==> config.mk <==
export PLATFORM = sky130hd
export DESIGN_NAME = ppsm_vmem
export DESIGN_NICKNAME = d
export VERILOG_FILES = /design/src/hw/rtl/ppsm_pkg.sv /design/src/hw/rtl/ppsm_vmem.sv
export SDC_FILE = /design/constraint.sdc
export NUM_CORES = 2
export LEC_CHECK = 0
export BUFFER_PORTS_ARGS = -buffer_cell sky130_fd_sc_hd__buf_2
export CAP_MARGIN = 10
export CORE_ASPECT_RATIO = 1.75
export CORE_MARGIN = 2
export CORE_UTILIZATION = 44
export CTS_BUF_LIST = sky130_fd_sc_hd__clkbuf_4
export DETAILED_ROUTE_END_ITERATION = 8
export HOLD_SLACK_MARGIN = 0.06
export PLACE_DENSITY_LB_ADDON = 0.25
export SETUP_SLACK_MARGIN = 0.4
export SYNTH_ARGS = -nofsm -noshare
export SYNTH_HDL_FRONTEND = slang
export SYNTH_SLANG_ARGS = --single-unit
==> constraint.sdc <==
create_clock -name i_clk -period 5.8 [get_ports i_clk]
set_clock_uncertainty 0.05 [all_clocks]
set_input_delay 0.58 -clock i_clk [delete_from_list [all_inputs] [get_ports i_clk]]
set_output_delay 0.58 -clock i_clk [all_outputs]
set_load 0.01 [all_outputs]
==> src/hw/rtl/ppsm_pkg.sv <==
// ----------------------------------------------------------------------------
// ppsm_pkg
// Shared types and widths for the point to polyline segment match block.
// ----------------------------------------------------------------------------
package ppsm_pkg;

    localparam int COORD_W = 24;
    localparam int DIFF_W  = 25;
    localparam int OPND_W  = 34;
    localparam int PROD_W  = 68;
    localparam int ACC_W   = 52;
    localparam int WIN_W   = 60;
    localparam int CA_W    = 33;
    localparam int T_W     = 17;
    localparam int FRAC_W  = 16;
    localparam int SEG_W   = 6;

    typedef logic signed [COORD_W-1:0] t_coord;

    typedef struct packed {
        t_coord x;
        t_coord y;
    } t_vtx;

endpackage

==> src/hw/rtl/ppsm_vmem.sv <==
// ----------------------------------------------------------------------------
// ppsm_vmem
// Vertex store: one write port, one read port with registered read data.
// ----------------------------------------------------------------------------
module ppsm_vmem #(
    parameter int DEPTH = 64
) (
    input  logic                     i_clk,
    input  logic                     i_we,
    input  logic [$clog2(DEPTH)-1:0] i_waddr,
    input  ppsm_pkg::t_vtx           i_wdata,
    input  logic [$clog2(DEPTH)-1:0] i_raddr,
    output ppsm_pkg::t_vtx           o_rdata
);
    import ppsm_pkg::*;

    t_vtx r_mem [DEPTH];
    t_vtx r_rdata;

    always_ff @(posedge i_clk) begin
        if (i_we) begin
            r_mem[i_waddr] <= i_wdata;
        end
        r_rdata <= r_mem[i_raddr];
    end

    assign o_rdata = r_rdata;

endmodule

* Word-level counts from Yosys, hierarchy flattened
Memory sizes are Yosys's and may differ from the RTL's. A register that Yosys moved wholly into a read port is not among the register bits. Index checks and enable logic that the tools add are counted.
Cells by class: multiplexer cells 2
Operators with widths (count):
- 1-bit two-way mux | 2
Storage, ports and cells: bits in registers 0, RAM bits 3072, bits of input ports 62, logic and storage cells 3, memories kept 1
Memories:
- r_mem | depth 64, width 48, rd ports 1, clocked after Yosys merged registers in 1, wr ports 1, RTL line ppsm_vmem.sv:17 | t_vtx r_mem [DEPTH];

* Logic depth before layout (Yosys ltp)
word-level depth 2, mapped depth 9, mapped depth without buffers 5

* Worst setup path after synthesis
OpenSTA, ideal clock, no wires.
kind input-to-reg, start input i_waddr[3], end memory r_mem[48][0] (netlist name), enable pin, setup time 0.513 ns, arrival time 4.352 ns, data required time 5.237 ns, path slack 0.885 ns, cell stages on the path 4, path through clkbuf_1 -> nor2b_1 -> nand4b_1 -> nor3_1
RTL lines:
- start: declaration | RTL line ppsm_vmem.sv:10 | input logic [$clog2(DEPTH)-1:0] i_waddr,
- end: declaration | RTL line ppsm_vmem.sv:17
No word-level cell before the write port.

==> impl_metrics.toml <==
[final_layout]
syn_to_final_growth_pct = 13.2
fillers = 21400
nets = 5814
final_util = 0.501
drive_above_1_share = 0.360

[logic_synthesis]
synthCells = 4970
synth.most_common_cell = "edfxtp_1"
ys_top_cells_by_area = "edfxtp_1 79%, mux4_2 14%, dfxtp_1 0.82%, o22ai_1 0.65%, a221oi_1 0.62%"
async_flop_share = 0
synth-edff-count = 3072
synth_top_area_cell = "edfxtp_1"
syn_avg_cell_area_um2 = 23.6
yosysWarnings = 0
synth.top_cell.area_share = 0.788
synth_sequential_area_ratio = 0.796
synth_cell_types = 36
yosys-top-cells-count = "3072 x edfxtp_1, 754 x mux4_2, 132 x nor2_1, 122 x o22ai_1"
synthesis.area_mm2 = 0.117
ys_ff_latch = 3120
synth_fp_nets = 5032
synthFlopType = "edfxtp_1"

[global_route]
first_global_vias = 61500
track_usage = 0.245
grt_max_degree = 101
antenna_found_initial = 27
grt_overflow_total = 0
grt_pass1_wl_um = 463000

[clock_tree]
cts_inserted_buffers = 685
cts_tree = "built"
cts_max_level = 6
clkSlewWorstSetupHoldPaths_ns = 0.07
cts_sinks = 3120
clock_path_buffers = 4
clk_latency_ns = 1.38
root_buffer = "clkbuf_4"

[pwr]
leakagePower_nw = 41.8
pwr_density_cell_mw_per_mm2 = 335
p_clk_frac = 0.384
internal_power_mw = 34.5
swShare = 0.223
netSwitchingPower_mw = 9.88
seq_power_share = 0.565
peakVddDrop_mv = 0.183
p_comb_frac = 0.051

[setup_path]
path_delay_family = "buffers and inverters"
endpoint_kind = "register"
slowest_stage = "a221oi_1"
path_buf_inv = 3
cp.depth = 6
slowest_delay_ns = 0.81
r2r_slack_ns = 3.37
critical_path_peak_fanout = 67
cp.required_ns = 6.87
crit_start = "i_raddr[2]"
path_cells = "dlygate4sd3_1 -> buf_8 -> and2_4 -> buf_12 -> a221oi_1 -> a221oi_1"
critPathArrivalTime_ns = 4.30
start_kind = "input pin"
endpoint = "o_rdata[27]$_DFF_P_"
reg2regPathDepth = 4
worst_r2r_startpoint = "r_mem[10][32]$_DFFE_PP_"
criticalPathCategory = "input pin to register"
r2r_end = "o_rdata[32]$_DFF_P_"
crit_top_cell = "a221oi_1"

[timing]
setup_violations = 0
hold_violations = 0
min_period_ns = 3.23
rsz0062_at_grt = "no"
fin_setup_tns_ns = 0
tightest_slew_ns = 1.29
clock.fmax_mhz = 310
relSlewSlack = 0.138
finalCritPeriodShare = 0.557
maxSlewViolCount = 0

[floorplanning]
num_rows = 250
core_mm2 = 0.265
dieHeight_um = 687
die-width_um = 394
ios = 110
dieArea_mm2 = 0.270
initial_core_util = 0.442

[flow_run]
cap_violations = 0

[placement]
portBuffers = 109
dp.final_hpwl_um = 195000
place.gp.congestion = 0.828

[routing]
vias_per_cell = 5.97
drt_wl_total_um = 334000
drc = 0
num_vias = 58500
wl_per_cell_um = 34.0
drt_iter0_markers = 5647
postRouteAntennaNets = 0
dr.pass1.iters = 5

[run_status]
outcome = "complete, no violations"

[hold_path]
hp-class = "input pin to register"
==> flip-flops by register name, indices dropped and copies added, names as in the netlist <==
register / flops
r_mem: 3072
o_rdata: 48
==> layout make-up <==
class / instances / area [um2] / area share
clock buffer: 1040 / 7810 / 0.0589
antenna: 13 / 32.5 / 0.000245
multi-input combinational: 1568 / 22900 / 0.173
timing repair buffer: 377 / 3220 / 0.0243
tap: 3528 / 4410 / 0.0333
clock inverter: 160 / 1000 / 0.00757
sequential: 3120 / 93200 / 0.703
==> cell families after synthesis <==
group	after synthesis	synth area share
DFF	3120	0.796
muxes	829	0.152
AOI/OAI and AO/OA	486	0.0302
buffers and inverters	282	0.0128
and+or+nand+nor	253	0.00957
==> stage by stage <==
stage / cell area [um2] / instances / setup slack, ns / hold WS, ns / total power, mW
final: 133000 / 9806 / 2.57 / 0.247 / 44.4
after global routing: 133000 / 9797 / 2.59 / 0.233 / 45.9
after CTS: 133000 / 9793 / 2.73 / 0.0803 / 44.9
after detailed placement: 123000 / 8531 / 1.87 / 0.764 / 27.8
after global placement: 123000 / 8530 / 1.92 / 0.757 / 27.8
after floorplan: 117000 / 4970 / 0.885 / 0.629 / 26.7
==> layout by cell type (no fill, tap or decap), types with 14 or more instances in the layout <==
cell	instances
o221ai_1	28
mux2i_1	63
a21oi_1	74
buf_2	106
buf_12	39
a211oi_1	32
a22o_1	57
dfxtp_1	48
nand2_1	53
o22ai_1	122
edfxtp_1	3072
buf_4	168
a22oi_1	72
mux4_2	754
nor2b_1	20
clkbuf_4	1040
inv_2	14
nor2_1	68
a221oi_1	83
dlygate4sd3_1	62
clkinv_1	111
nor2_4	64
==> routing by layer <==
layer  global-route usage  up-vias  part of all wire
met5                    0        -           0.00026
met4                0.102       14             0.041
met3               0.0422      655             0.063
met2                0.455     2597              0.55
met1                0.277    31700              0.34
li1                     -    23600                 -
==> power by group through the flow <==
stage               logic (mW)  registers, mW  clock network [mW]
global route              2.38           25.1                18.5
global placement          2.22           25.6                   0
detailed placement        2.25           25.6                   0
CTS                       2.29           25.1                17.5
floorplan                 1.19           25.5                   0
finish                    2.26           25.1                17.1
==> what timing repair did <==
| item | CTS | global route |
|---|---|---|
| hold buffers | 62 | 0 |
| gates resized for setup | 0 | 0 |
| hold endpoints to repair | 3302 | 0 |
| buffers inserted | 0 | 0 |
==> how the worst min path moves through the flow <==
stage	startpoint	to	slack, ns	depth (start not counted)
global placement	r_mem[58][13]$_DFFE_PP_	o_rdata[13]$_DFF_P_	0.76	4
finish	i_waddr[3]	r_mem[50][43]$_DFFE_PP_	0.25	5
floorplan	i_wdata[0]	r_mem[0][0]$_DFFE_PP_	0.63	0
global route	i_waddr[3]	r_mem[50][46]$_DFFE_PP_	0.23	5
detailed placement	r_mem[58][13]$_DFFE_PP_	o_rdata[13]$_DFF_P_	0.76	4
CTS	i_waddr[3]	r_mem[50][43]$_DFFE_PP_	0.08	5
==> tightest hold or removal path, cell delays in order <==
cell and delay, ns:
buf_2 0.15, nor2b_1 0.07, nand4b_1 0.25, nor2_4 0.07, buf_4 0.28
No activity file was read; power rests on OpenSTA's default activity.
